[config.mk]
export PLATFORM = sky130hd
export DESIGN_NAME = binary_max_heap_queue_top
export DESIGN_NICKNAME = d
export VERILOG_FILES = /design/src/hdl/bmhq_pkg.sv /design/src/hdl/bmhq_ram.sv /design/src/hdl/bmhq_engine.sv /design/src/hdl/binary_max_heap_queue_top.sv
export SDC_FILE = /design/constraint.sdc
export NUM_CORES = 2
export LEC_CHECK = 0
export BUFFER_PORTS_ARGS = -buffer_cell sky130_fd_sc_hd__buf_4
export CAP_MARGIN = 20
export CORE_AREA = 2 2 390 585
export CTS_BUF_LIST = sky130_fd_sc_hd__clkbuf_8 sky130_fd_sc_hd__clkbuf_16
export DETAILED_ROUTE_END_ITERATION = 12
export DIE_AREA = 0 0 392 587
export PLACE_DENSITY = 0.59
export SETUP_SLACK_MARGIN = 0.3
export SKIP_LAST_GASP = 1
export SLEW_MARGIN = 10
export SYNTH_ARGS = -nofsm -noshare
export SYNTH_HDL_FRONTEND = slang
export SYNTH_SLANG_ARGS = --single-unit
[constraint.sdc]
create_clock -name clk -period 8.45 [get_ports clk]
set_input_delay 1.2675 -clock clk [delete_from_list [all_inputs] [get_ports clk]]
set_output_delay 1.2675 -clock clk [all_outputs]
set_load 0.005 [all_outputs]
[src/hdl/bmhq_pkg.sv]
`timescale 1ns / 1ps
`default_nettype none

package bmhq_pkg;

    // Data width of a queue entry
    localparam int unsigned DATA_W  = 32;
    // Width of the reported entry count
    localparam int unsigned ENTRY_W = 7;

    // Operation codes
    localparam logic KIND_INSERT = 1'b0;
    localparam logic KIND_REMOVE = 1'b1;

    typedef enum logic [1:0] {
        ST_OK           = 2'd0,
        ST_EMPTY_REMOVE = 2'd1,
        ST_FULL_DROP    = 2'd2
    } status_t;

    typedef struct packed {
        logic                     kind;
        logic signed [DATA_W-1:0] value;
    } item_t;

    typedef struct packed {
        logic signed [DATA_W-1:0] top_value;
        logic                     is_empty;
        logic [ENTRY_W-1:0]       entry_count;
        status_t                  status;
    } result_t;

endpackage

`default_nettype wire

[src/hdl/bmhq_ram.sv]
`timescale 1ns / 1ps
`default_nettype none

module bmhq_ram #(
    parameter int unsigned WIDTH = 32,
    parameter int unsigned DEPTH = 64,
    localparam int unsigned AW   = (DEPTH > 1) ? $clog2(DEPTH) : 1
) (
    input  wire logic             clk,
    input  wire logic             wr_en,
    input  wire logic [AW-1:0]    wr_addr,
    input  wire logic [WIDTH-1:0] wr_data,
    input  wire logic             rd_en,
    input  wire logic [AW-1:0]    rd_addr,
    output logic      [WIDTH-1:0] rd_data
);

    logic [WIDTH-1:0] mem [DEPTH];

    // One write port, one registered read port
    always_ff @(posedge clk)
    begin
        if (wr_en)
        begin
            mem[wr_addr] <= wr_data;
        end
        if (rd_en)
        begin
            rd_data <= mem[rd_addr];
        end
    end

endmodule

`default_nettype wire

[src/hdl/bmhq_engine.sv]
`timescale 1ns / 1ps
`default_nettype none

module bmhq_engine #(
    parameter int unsigned CAPACITY = 64
) (
    input  wire logic             clk,
    input  wire logic             rst_n,
    input  wire logic             item_valid,
    output logic                  item_ready,
    input  wire bmhq_pkg::item_t  item,
    output logic                  res_valid,
    input  wire logic             res_ready,
    output bmhq_pkg::result_t     res
);

    import bmhq_pkg::*;

    localparam int unsigned AW = $clog2(CAPACITY);
    localparam int unsigned PW = $clog2(CAPACITY + 1);

    typedef enum logic [3:0] {
        S_IDLE,
        S_UP,
        S_UP_CMP,
        S_DN_LAST,
        S_DN_LOAD,
        S_DN,
        S_DN_LEFT,
        S_DN_RIGHT,
        S_DN_CMP,
        S_DONE
    } state_t;

    state_t                   state_reg, state_next;
    logic [PW-1:0]            cnt_reg, cnt_next;
    logic [PW-1:0]            pos_reg, pos_next;
    logic [PW-1:0]            child_pos_reg, child_pos_next;
    logic signed [DATA_W-1:0] val_reg, val_next;
    logic signed [DATA_W-1:0] child_val_reg, child_val_next;
    logic signed [DATA_W-1:0] top_reg, top_next;
    status_t                  status_reg, status_next;

    // RAM side
    logic                     wr_en, rd_en;
    logic [PW-1:0]            wr_pos, rd_pos;
    logic signed [DATA_W-1:0] wr_data;
    logic [DATA_W-1:0]        rd_raw;
    logic signed [DATA_W-1:0] rd_val;
    logic [PW-1:0]            wr_idx, rd_idx;

    // Shared comparator
    logic signed [DATA_W-1:0] cmp_a, cmp_b;
    logic                     cmp_lt;

    // Child positions of the current hole, and the entry count at their width
    logic [PW:0]              left_w, right_w, cnt_w;

    logic [ENTRY_W+PW-1:0]    cnt_ext;

    assign rd_val  = $signed(rd_raw);
    assign cmp_lt  = (cmp_a < cmp_b);
    assign left_w  = {pos_reg, 1'b0};
    assign right_w = {pos_reg, 1'b1};
    assign cnt_w   = {1'b0, cnt_reg};

    // Heap positions count from one
    assign wr_idx = wr_pos - PW'(1);
    assign rd_idx = rd_pos - PW'(1);

    bmhq_ram #(
        .WIDTH (DATA_W),
        .DEPTH (CAPACITY)
    ) u_ram (
        .clk     (clk),
        .wr_en   (wr_en),
        .wr_addr (wr_idx[AW-1:0]),
        .wr_data (wr_data),
        .rd_en   (rd_en),
        .rd_addr (rd_idx[AW-1:0]),
        .rd_data (rd_raw)
    );

    // Sequencer next state
    always_comb
    begin
        state_next     = state_reg;
        cnt_next       = cnt_reg;
        pos_next       = pos_reg;
        child_pos_next = child_pos_reg;
        val_next       = val_reg;
        child_val_next = child_val_reg;
        status_next    = status_reg;
        wr_en          = 1'b0;
        wr_pos         = pos_reg;
        wr_data        = val_reg;
        rd_en          = 1'b0;
        rd_pos         = pos_reg;
        cmp_a          = val_reg;
        cmp_b          = child_val_reg;

        case (state_reg)
            S_IDLE:
            begin
                if (item_valid)
                begin
                    status_next = ST_OK;
                    if (item.kind == KIND_INSERT)
                    begin
                        if (cnt_reg == PW'(CAPACITY))
                        begin
                            status_next = ST_FULL_DROP;
                            state_next  = S_DONE;
                        end
                        else
                        begin
                            cnt_next   = cnt_reg + PW'(1);
                            pos_next   = cnt_reg + PW'(1);
                            val_next   = item.value;
                            state_next = S_UP;
                        end
                    end
                    else
                    begin
                        if (cnt_reg == '0)
                        begin
                            status_next = ST_EMPTY_REMOVE;
                            state_next  = S_DONE;
                        end
                        else
                        begin
                            state_next = S_DN_LAST;
                        end
                    end
                end
            end

            // Sift up: hole at pos, moving value in val_reg
            S_UP:
            begin
                if (pos_reg == PW'(1))
                begin
                    wr_en      = 1'b1;
                    state_next = S_DONE;
                end
                else
                begin
                    rd_en      = 1'b1;
                    rd_pos     = pos_reg >> 1;
                    state_next = S_UP_CMP;
                end
            end

            S_UP_CMP:
            begin
                cmp_a = rd_val;
                cmp_b = val_reg;
                wr_en = 1'b1;
                if (cmp_lt)
                begin
                    wr_data    = rd_val;
                    pos_next   = pos_reg >> 1;
                    state_next = S_UP;
                end
                else
                begin
                    state_next = S_DONE;
                end
            end

            // Removal: fetch last entry, it becomes the moving value
            S_DN_LAST:
            begin
                rd_en      = 1'b1;
                rd_pos     = cnt_reg;
                cnt_next   = cnt_reg - PW'(1);
                pos_next   = PW'(1);
                state_next = S_DN_LOAD;
            end

            S_DN_LOAD:
            begin
                val_next   = rd_val;
                state_next = S_DN;
            end

            // Sift down: read left child if it exists
            S_DN:
            begin
                if (left_w > cnt_w)
                begin
                    wr_en      = 1'b1;
                    state_next = S_DONE;
                end
                else
                begin
                    rd_en          = 1'b1;
                    rd_pos         = left_w[PW-1:0];
                    child_pos_next = left_w[PW-1:0];
                    state_next     = S_DN_LEFT;
                end
            end

            S_DN_LEFT:
            begin
                child_val_next = rd_val;
                if (right_w <= cnt_w)
                begin
                    rd_en      = 1'b1;
                    rd_pos     = right_w[PW-1:0];
                    state_next = S_DN_RIGHT;
                end
                else
                begin
                    state_next = S_DN_CMP;
                end
            end

            // Right child wins only when strictly larger
            S_DN_RIGHT:
            begin
                cmp_a = child_val_reg;
                cmp_b = rd_val;
                if (cmp_lt)
                begin
                    child_val_next = rd_val;
                    child_pos_next = right_w[PW-1:0];
                end
                state_next = S_DN_CMP;
            end

            S_DN_CMP:
            begin
                cmp_a = val_reg;
                cmp_b = child_val_reg;
                wr_en = 1'b1;
                if (cmp_lt)
                begin
                    wr_data    = child_val_reg;
                    pos_next   = child_pos_reg;
                    state_next = S_DN;
                end
                else
                begin
                    state_next = S_DONE;
                end
            end

            S_DONE:
            begin
                if (res_ready)
                begin
                    state_next = S_IDLE;
                end
            end

            default:
            begin
                state_next = S_IDLE;
            end
        endcase
    end

    // Root mirror: every write to the root also lands here
    assign top_next = (wr_en && (wr_pos == PW'(1))) ? wr_data : top_reg;

    // State and registered values
    always_ff @(posedge clk or negedge rst_n)
    begin
        if (!rst_n)
        begin
            state_reg     <= S_IDLE;
            cnt_reg       <= '0;
            pos_reg       <= '0;
            child_pos_reg <= '0;
            val_reg       <= '0;
            child_val_reg <= '0;
            top_reg       <= '0;
            status_reg    <= ST_OK;
        end
        else
        begin
            state_reg     <= state_next;
            cnt_reg       <= cnt_next;
            pos_reg       <= pos_next;
            child_pos_reg <= child_pos_next;
            val_reg       <= val_next;
            child_val_reg <= child_val_next;
            top_reg       <= top_next;
            status_reg    <= status_next;
        end
    end

    // Result view
    assign cnt_ext         = {{ENTRY_W{1'b0}}, cnt_reg};
    assign item_ready      = (state_reg == S_IDLE);
    assign res_valid       = (state_reg == S_DONE);
    assign res.top_value   = (cnt_reg == '0) ? '0 : top_reg;
    assign res.is_empty    = (cnt_reg == '0);
    assign res.entry_count = cnt_ext[ENTRY_W-1:0];
    assign res.status      = status_reg;

endmodule

`default_nettype wire

[src/hdl/binary_max_heap_queue_top.sv]
// Insert and remove take longer the further the entry moves: L levels, where L <= log2(CAPACITY);
//   full/empty rejects skip the heap and go straight to the result.
// Throughput: one item at a time; set by the heap RAM, one read per cycle, per level step.
// A finished result sits in an output register, so the next item transfers meanwhile.
// Reset (rst_n low, async): queue empty, output register empty; RAM contents are kept.
`timescale 1ns / 1ps
`default_nettype none

module binary_max_heap_queue_top #(
    parameter int unsigned CAPACITY = 64
) (
    input  wire logic              clk,
    input  wire logic              rst_n,
    input  wire logic              item_valid,
    output logic                   item_ready,
    input  wire bmhq_pkg::item_t   item,
    output logic                   result_valid,
    input  wire logic              result_ready,
    output bmhq_pkg::result_t      result
);

    import bmhq_pkg::*;

    logic    res_valid;
    logic    res_ready;
    result_t res;

    logic    result_valid_reg, result_valid_next;
    result_t result_reg, result_next;

    bmhq_engine #(
        .CAPACITY (CAPACITY)
    ) u_engine (
        .clk        (clk),
        .rst_n      (rst_n),
        .item_valid (item_valid),
        .item_ready (item_ready),
        .item       (item),
        .res_valid  (res_valid),
        .res_ready  (res_ready),
        .res        (res)
    );

    // Output register: refill when empty or being drained
    assign res_ready = !result_valid_reg || result_ready;

    always_comb
    begin
        result_valid_next = result_valid_reg;
        result_next       = result_reg;
        if (res_valid && res_ready)
        begin
            result_valid_next = 1'b1;
            result_next       = res;
        end
        else if (result_ready)
        begin
            result_valid_next = 1'b0;
        end
    end

    always_ff @(posedge clk or negedge rst_n)
    begin
        if (!rst_n)
        begin
            result_valid_reg <= 1'b0;
            result_reg       <= '0;
        end
        else
        begin
            result_valid_reg <= result_valid_next;
            result_reg       <= result_next;
        end
    end

    assign result_valid = result_valid_reg;
    assign result       = result_reg;

endmodule

`default_nettype wire

# Word-level counts from Yosys, hierarchy flattened
# Memory sizes are Yosys's and may differ from the RTL's. A register that Yosys moved wholly into a read port is not among the register bits.
# Index checks and enable logic that the tools add are counted.
dict set report totals {
  out_inout_bits 44
  input_bits 37
  ff_bits 166
  word_cells 111
  mem_count 1
  mem_bits_rw 2048
}
dict set report classes {
  n_eq_ne 19
  add_sub_neg 4
  reduce_logical 20
  order_cmp 3
  mux 51
}
# memory words width rd rd_clocked_by_memory_dff wr line
set mem_list {}
lappend mem_list {u_engine.u_ram.mem 64 32 1 1 1 bmhq_ram.sv:18} ;# logic [WIDTH-1:0] mem [DEPTH];
# cell n
set ops {}
lappend ops {{$pmux W32 S2} 5}
lappend ops {{$mux W32} 7}
lappend ops {{$mux W7} 7}
lappend ops {{$mux W4} 10}
lappend ops {{$pmux W4 S10} 1}
lappend ops {{$lt A32 B32 Y1} 1}
lappend ops {{$pmux W7 S2} 2}
lappend ops {{$pmux W7 S4} 1}
lappend ops {{$pmux W6 S4} 1}
lappend ops {{$mux W6} 3}
lappend ops {{$eq A4 B3 Y1 const B} 4}
lappend ops {{$sub A6 B1 Y6 const B} 2}
lappend ops {{$mux W1} 10}
lappend ops {{$reduce_bool A2 Y1} 5}
lappend ops {{$eq A4 B2 Y1 const B} 2}
lappend ops {{$eq A4 B4 Y1 const B} 2}
lappend ops {{$gt A8 B7 Y1} 1}
lappend ops {{$le A8 B7 Y1} 1}
lappend ops {{$ne A2 B1 Y1 const B} 4}
lappend ops {{$ne A2 B2 Y1 const B} 4}
lappend ops {{$reduce_and A4 Y1} 2}
lappend ops {{$add A7 B1 Y7 const B} 1}
lappend ops {{$eq A7 B1 Y1 const B} 1}
lappend ops {{$eq A7 B7 Y1 const B} 1}
lappend ops {{15 further kinds} 19}

# Longest topological paths before layout
dict set report logic_depth {
  word_depth 5
  mapped_depth 21
  mapped_depth_nobuf 15
}

# Modules after synthesis
# From an unflattened synthesis, not the netlist that was laid out.
dict set report unflattened {
  cells_unflattened 4352
  hier_area_um2 89387.0
}
# module seq_area_each_um2 cells_per_inst area_each_um2 n_inst
set by_module_without_submodules {}
lappend by_module_without_submodules {bmhq_ram 62459.9 3324 78835.6 1}
lappend by_module_without_submodules {bmhq_engine 3078.0 936 8775.9 1}
lappend by_module_without_submodules {binary_max_heap_queue_top 1076.0 92 1775.5 1}

# Worst setup path before layout
# OpenSTA, ideal clock, no wires.
dict set report synth_path {
  kind {register to register}
  from {register u_engine.state_reg[1]}
  to {memory u_engine.u_ram.mem[0][10] (data pin)}
  t_required_ns 7.906
  t_arrival_ns 5.740
  synth_period_minus_slack_ns 6.284
  path_stages_with_launch 19
  n_path_buf 6
  path_slack_ns 2.166
  path_cell_list {dfrtp_1 > clkbuf_1 > nor4b_1 > clkbuf_1 > clkbuf_1 > clkbuf_1 > a222oi_1 > ha_1 > a21o_1 > a21o_1 > a21o_1 > a21o_1 > a21oi_1 > o21ai_0 > a22oi_1 > nand3_1 > clkbuf_1 > buf_1 > o2bb2ai_1}
}
dict set report synth_between {
  elab_chain_cells 5
  word_cells_on_any_way 9
}
# item line
set synth_lines {}
lappend synth_lines {{start: declaration} bmhq_engine.sv:35} ;# state_t state_reg, state_next;
lappend synth_lines {{start signal: assignment} bmhq_engine.sv:283} ;# state_reg <= state_next;
lappend synth_lines {{$eq A4 B3 Y1 / $eq A4 B2 Y1 (equally long branches)} bmhq_engine.sv:102} ;# case (state_reg)
lappend synth_lines {{$pmux W32 S2} bmhq_engine.sv:102}
lappend synth_lines {{$lt A32 B32 Y1} bmhq_engine.sv:62} ;# assign cmp_lt = (cmp_a < cmp_b);
lappend synth_lines {{$mux W32, on equally long branches} {bmhq_engine.sv:237, bmhq_engine.sv:159}}
lappend synth_lines {{$pmux W32 S2 (*)} bmhq_engine.sv:102}
lappend synth_lines {{via u_engine.u_ram.wr_data[10]} bmhq_ram.sv:12} ;# input wire logic [WIDTH-1:0] wr_data,
lappend synth_lines {{end: declaration} bmhq_ram.sv:18}
# The timed path passes the listed nets; every way through them passes the cells marked *.

# Final worst setup path
dict set report layout_path {
  from {register u_engine.state_reg[3]}
  to {memory u_engine.u_ram.mem[60][24] (data pin)}
}
# The elaborated chain is that of the path after synthesis.

==> impl_results.html <==
<table>
<tr><th>Metric</th><th>Value</th></tr>
<tr><th colspan="2">Global routing</th></tr>
<tr><td>Via count of the first global-routing pass</td><td>between 40000 and 50000</td></tr>
<tr><td>Busiest metal layer after global routing</td><td>met2</td></tr>
<tr><td>Initial antenna violation count</td><td>3</td></tr>
<tr><td>Wire length of the first global-routing pass</td><td>about 360000 um</td></tr>
<tr><td>M3 GR Usage</td><td>about 3.1%</td></tr>
<tr><td>Met1 GRT Util</td><td>about 30%</td></tr>
<tr><td>Global-route usage over all layers</td><td>between 20 and 25%</td></tr>
<tr><td>Largest net degree at the start of global routing</td><td>between 100 and 150</td></tr>
<tr><td>Met2 track utilization from global routing</td><td>about 38%</td></tr>
<tr><td>Global-route congestion overflow total</td><td>0</td></tr>
<tr><th colspan="2">Critical path</th></tr>
<tr><td>Critical Path Source Type</td><td>flip-flop</td></tr>
<tr><td>Endpoint required time on the critical path</td><td>slightly above 9 ns</td></tr>
<tr><td>Start-to-end type of the worst setup path</td><td>flip-flop to flip-flop</td></tr>
<tr><td>Critical path endpoint category</td><td>flip-flop</td></tr>
<tr><td>Signal arrival time at the worst endpoint</td><td>6.87 ns</td></tr>
<tr><td>Largest fanout of any net on the critical path</td><td>between 50 and 60</td></tr>
<tr><th colspan="2">Status</th></tr>
<tr><td>Result of the run</td><td>completed</td></tr>
<tr><th colspan="2">Route</th></tr>
<tr><td>Post-detailed-route via-to-cell ratio</td><td>just under 6</td></tr>
<tr><td>Wire length per cell after detailed routing</td><td>around 33 um</td></tr>
<tr><td>Routed via count</td><td>around 48000</td></tr>
<tr><td>Count of routing violations after the opening detailed-route iteration</td><td>5489</td></tr>
<tr><td>Count of nets left with antenna violations after detail routing</td><td>0</td></tr>
<tr><td>Final routed wirelength across all metal layers</td><td>between 200000 and 300000 um</td></tr>
<tr><td>First-pass detailed-route iteration total</td><td>9</td></tr>
<tr><td>Remaining routing DRC violations</td><td>0</td></tr>
<tr><th colspan="2">CTS</th></tr>
<tr><td>Post-cts repair resize count</td><td>0</td></tr>
<tr><td>Clock tree from TritonCTS</td><td>done</td></tr>
<tr><td>Clock net sink count</td><td>approximately 2200</td></tr>
<tr><td>TritonCTS Buffers</td><td>199</td></tr>
<tr><td>Clock insertion delay at the later pin of the skew report</td><td>between 0.8 and 0.9 ns</td></tr>
<tr><td>CTS H-tree lvls</td><td>4</td></tr>
<tr><td>CTS clk-pin slew, worst paths</td><td>around 0.070 ns</td></tr>
<tr><td>Postcts setup bufs</td><td>0</td></tr>
<tr><td>Post-CTS Hold Buffers</td><td>0</td></tr>
<tr><td>Max Buffers Root-to-Sink</td><td>4</td></tr>
<tr><td>Root buffer selected by CTS</td><td>sky130_fd_sc_hd__clkbuf_16</td></tr>
<tr><th colspan="2">Synthesis</th></tr>
<tr><td>Synthesized Nets</td><td>~4700</td></tr>
<tr><td>Number of enable flip-flop cells after synthesis</td><td>2080</td></tr>
<tr><td>Area of the mapped netlist</td><td>89450 um2</td></tr>
<tr><td>Main area contributors after synthesis</td><td>sky130_fd_sc_hd__edfxtp_1, sky130_fd_sc_hd__mux4_2, sky130_fd_sc_hd__dfrtp_1</td></tr>
<tr><td>Portion of netlist area occupied by mux cells</td><td>between 10 and 15%</td></tr>
<tr><td>Part of the Yosys area used for sequential elements</td><td>74.47%</td></tr>
<tr><td>Commonest register cell after synthesis</td><td>sky130_fd_sc_hd__edfxtp_1</td></tr>
<tr><td>Mapped Cells</td><td>around 4600</td></tr>
<tr><td>Yosys warns</td><td>0</td></tr>
<tr><td>Ys async rst share</td><td>7.391%</td></tr>
<tr><td>Synth top area share</td><td>a little over two thirds</td></tr>
<tr><td>Adder and majority gate portion of the synthesized area</td><td>0.6155%</td></tr>
<tr><td>Compound-gate portion of the synthesized area</td><td>approximately 3.6%</td></tr>
<tr><td>Main combinational cell family by area after synthesis</td><td>multiplexers</td></tr>
<tr><td>Xor/xnor cell area share of the yosys netlist</td><td>less than 1%</td></tr>
<tr><td>Cell taking the most area after synthesis</td><td>sky130_fd_sc_hd__edfxtp_1</td></tr>
<tr><td>Register bit total from synthesis</td><td>approximately 2200</td></tr>
<tr><td>Synth unique cells</td><td>77</td></tr>
<tr><td>Syn Area/Cell</td><td>between 15 and 20 um2</td></tr>
<tr><td>Simple-gate share of the synthesized area</td><td>under 10%</td></tr>
<tr><th colspan="2">STA</th></tr>
<tr><td>Final critical path time including I/O delays and setup</td><td>approximately 6.2 ns</td></tr>
<tr><td>Number of failing hold endpoints at the final stage</td><td>0</td></tr>
<tr><td>Final Slew Violations</td><td>0</td></tr>
<tr><td>Final Setup Violations</td><td>0</td></tr>
<tr><td>Worst Tran Pin Value</td><td>around 1.3 ns</td></tr>
<tr><td>Post-Route Hold Slack</td><td>0.3349 ns</td></tr>
<tr><td>Post-route setup slack</td><td>~2.3 ns</td></tr>
<tr><td>Setup repair after global routing missed its margin</td><td>no</td></tr>
<tr><td>Worst Clk Skew</td><td>between 0.05 and 0.06 ns</td></tr>
<tr><td>Final total negative setup slack</td><td>0 ns</td></tr>
<tr><td>FMAX</td><td>approximately 0.16 GHz</td></tr>
<tr><td>Slew margin rel.</td><td>roughly 12%</td></tr>
<tr><td>Crit share post-route</td><td>between 70% and 80%</td></tr>
<tr><th colspan="2">Cells and area</th></tr>
<tr><td>Most frequent standard cell in the layout excluding fill and tap cells</td><td>sky130_fd_sc_hd__edfxtp_1</td></tr>
<tr><td>Post-route insts no fill</td><td>between 7000 and 8000</td></tr>
<tr><td>Flip-flop count of the largest register, all copies and words added</td><td>~2000</td></tr>
<tr><td>Proportion of layout cells with a drive suffix above 1</td><td>between 20% and 30%</td></tr>
<tr><td>Commonest non-fill, non-tap cells in the layout</td><td>sky130_fd_sc_hd__edfxtp_1, sky130_fd_sc_hd__nand2_1, sky130_fd_sc_hd__mux4_2</td></tr>
<tr><td>Number of nets at the end of the flow</td><td>roughly 5000</td></tr>
<tr><td>Area growth from synthesis to final layout</td><td>13.57%</td></tr>
<tr><td>Fillcell total</td><td>19110</td></tr>
<tr><th colspan="2">Place</th></tr>
<tr><td>Cell count after placement</td><td>about 7600</td></tr>
<tr><td>Port Buffer Count</td><td>80</td></tr>
<tr><td>HPWL reported at the end of detailed placement</td><td>144000 um</td></tr>
<tr><td>Final RePlAce weighted congestion</td><td>slightly above 0.9</td></tr>
<tr><td>Post-placement setup slack</td><td>2.286 ns</td></tr>
<tr><th colspan="2">Die</th></tr>
<tr><td>Io pins</td><td>between 80 and 90</td></tr>
<tr><td>Cell row count</td><td>214</td></tr>
<tr><td>Initial Util</td><td>between 30% and 40%</td></tr>
<tr><td>Die X-Extent</td><td>~390 um</td></tr>
<tr><td>DIE AREA</td><td>230100 um2</td></tr>
<tr><td>Die extent in y</td><td>around 590 um</td></tr>
<tr><td>Floorplan Core Area</td><td>approximately 230000 um2</td></tr>
<tr><th colspan="2">Run</th></tr>
<tr><td>Number of max-cap violations</td><td>0</td></tr>
<tr><th colspan="2">Worst hold path</th></tr>
<tr><td>Class of the worst hold path</td><td>input port to asynchronous set/reset pin</td></tr>
</table>
-- synthesized netlist by cell type (13+ instances only) --
cell,instances
sky130_fd_sc_hd__edfxtp_1,2080
sky130_fd_sc_hd__a22oi_1,37
sky130_fd_sc_hd__a21oi_1,80
sky130_fd_sc_hd__mux2i_1,104
sky130_fd_sc_hd__xnor2_1,13
sky130_fd_sc_hd__o2bb2ai_1,32
sky130_fd_sc_hd__nand2_1,537
sky130_fd_sc_hd__a32o_1,64
sky130_fd_sc_hd__clkbuf_1,147
sky130_fd_sc_hd__inv_1,48
sky130_fd_sc_hd__nand3_1,152
sky130_fd_sc_hd__ha_1,44
sky130_fd_sc_hd__dfrtp_1,166
sky130_fd_sc_hd__nor2_1,87
sky130_fd_sc_hd__mux4_2,512
sky130_fd_sc_hd__nor4_2,24
sky130_fd_sc_hd__mux2_2,73
sky130_fd_sc_hd__buf_2,94
sky130_fd_sc_hd__buf_1,21
sky130_fd_sc_hd__a222oi_1,63
sky130_fd_sc_hd__o21ai_0,91
-- final timing paths --
check                      cells past startpoint  slack [ns]                                from                                    to
max in group asynchronous                      2        6.96                               rst_n      u_engine.top_reg[17]$_DFFE_PN0P_
max reg2reg                                   14        2.25   u_engine.state_reg[3]$_DFFE_PN0P_  u_engine.u_ram.mem[60][24]$_DFFE_PP_
max                                           14        2.25   u_engine.state_reg[3]$_DFFE_PN0P_  u_engine.u_ram.mem[60][24]$_DFFE_PP_
min reg2reg                                    2        0.48  u_engine.status_reg[1]$_DFFE_PN0P_                 result[1]$_DFFE_PN0P_
min in group clk                               2        0.48  u_engine.status_reg[1]$_DFFE_PN0P_                 result[1]$_DFFE_PN0P_
min                                            1        0.33                               rst_n       u_engine.cnt_reg[3]$_DFFE_PN0P_
-- kinds of logic (layout without fill, tap and decap cells) --
group / Yosys count / after routing
flops: 2246 / 2246
other cells: 0 / 2
compound gates: 428 / 428
simple gates: 888 / 888
xor+xnor: 19 / 19
mux: 689 / 689
fa+ha+maj: 44 / 44
buf+inv: 327 / 637
-- cell type report --
class	count	area, um2	share of cell area, %
diodes	2	5.005	0.004927
flip-flops and latches	2246	66610	65.57
inverters	50	187.7	0.1847
well taps	3024	3784	3.725
clock inverters	134	964.7	0.9496
multi-input cells	2068	22650	22.30
repair buffers	243	2168	2.134
clock buffers	210	5210	5.129
-- metrics by stage --
| stage | utilization (%) | cell area, um2 |
|---|---|---|
| 2_1_floorplan | - | 89450 |
| 3_3_place_gp | 42.21 | 95170 |
| 3_5_place_dp | 42.27 | 95300 |
| 4_1_cts | 45.01 | 101500 |
| 5_1_grt | 45.06 | 101600 |
| 6_report | 45.06 | 101600 |
-- metal layers --
metal  vias to the layer above  share of wire [%]
li1                      19220                  -
met1                     25800                 39
met2                      2065                 50
met3                       460                7.0
met4                         2                4.4
met5                         -             0.0062
-- worst max-delay path, stage by stage, from the launching register on --
cell and delay, ns:
sky130_fd_sc_hd__dfrtp_1 0.63, sky130_fd_sc_hd__nor4b_2 0.34, sky130_fd_sc_hd__buf_4 0.55, sky130_fd_sc_hd__buf_4 0.59, sky130_fd_sc_hd__a222oi_1 0.18, sky130_fd_sc_hd__ha_1 0.37, sky130_fd_sc_hd__a21o_1 0.16, sky130_fd_sc_hd__a21o_1 0.17
sky130_fd_sc_hd__a21oi_1 0.24, sky130_fd_sc_hd__o21ai_0 0.32, sky130_fd_sc_hd__nand4_1 0.26, sky130_fd_sc_hd__nand3_4 0.50, sky130_fd_sc_hd__buf_4 0.46, sky130_fd_sc_hd__o2bb2ai_4 0.82, sky130_fd_sc_hd__buf_4 0.38
Power is left out: the tool's default activity adds up to more than one toggle a clock period on the data nets, which glitch-free logic cannot reach.
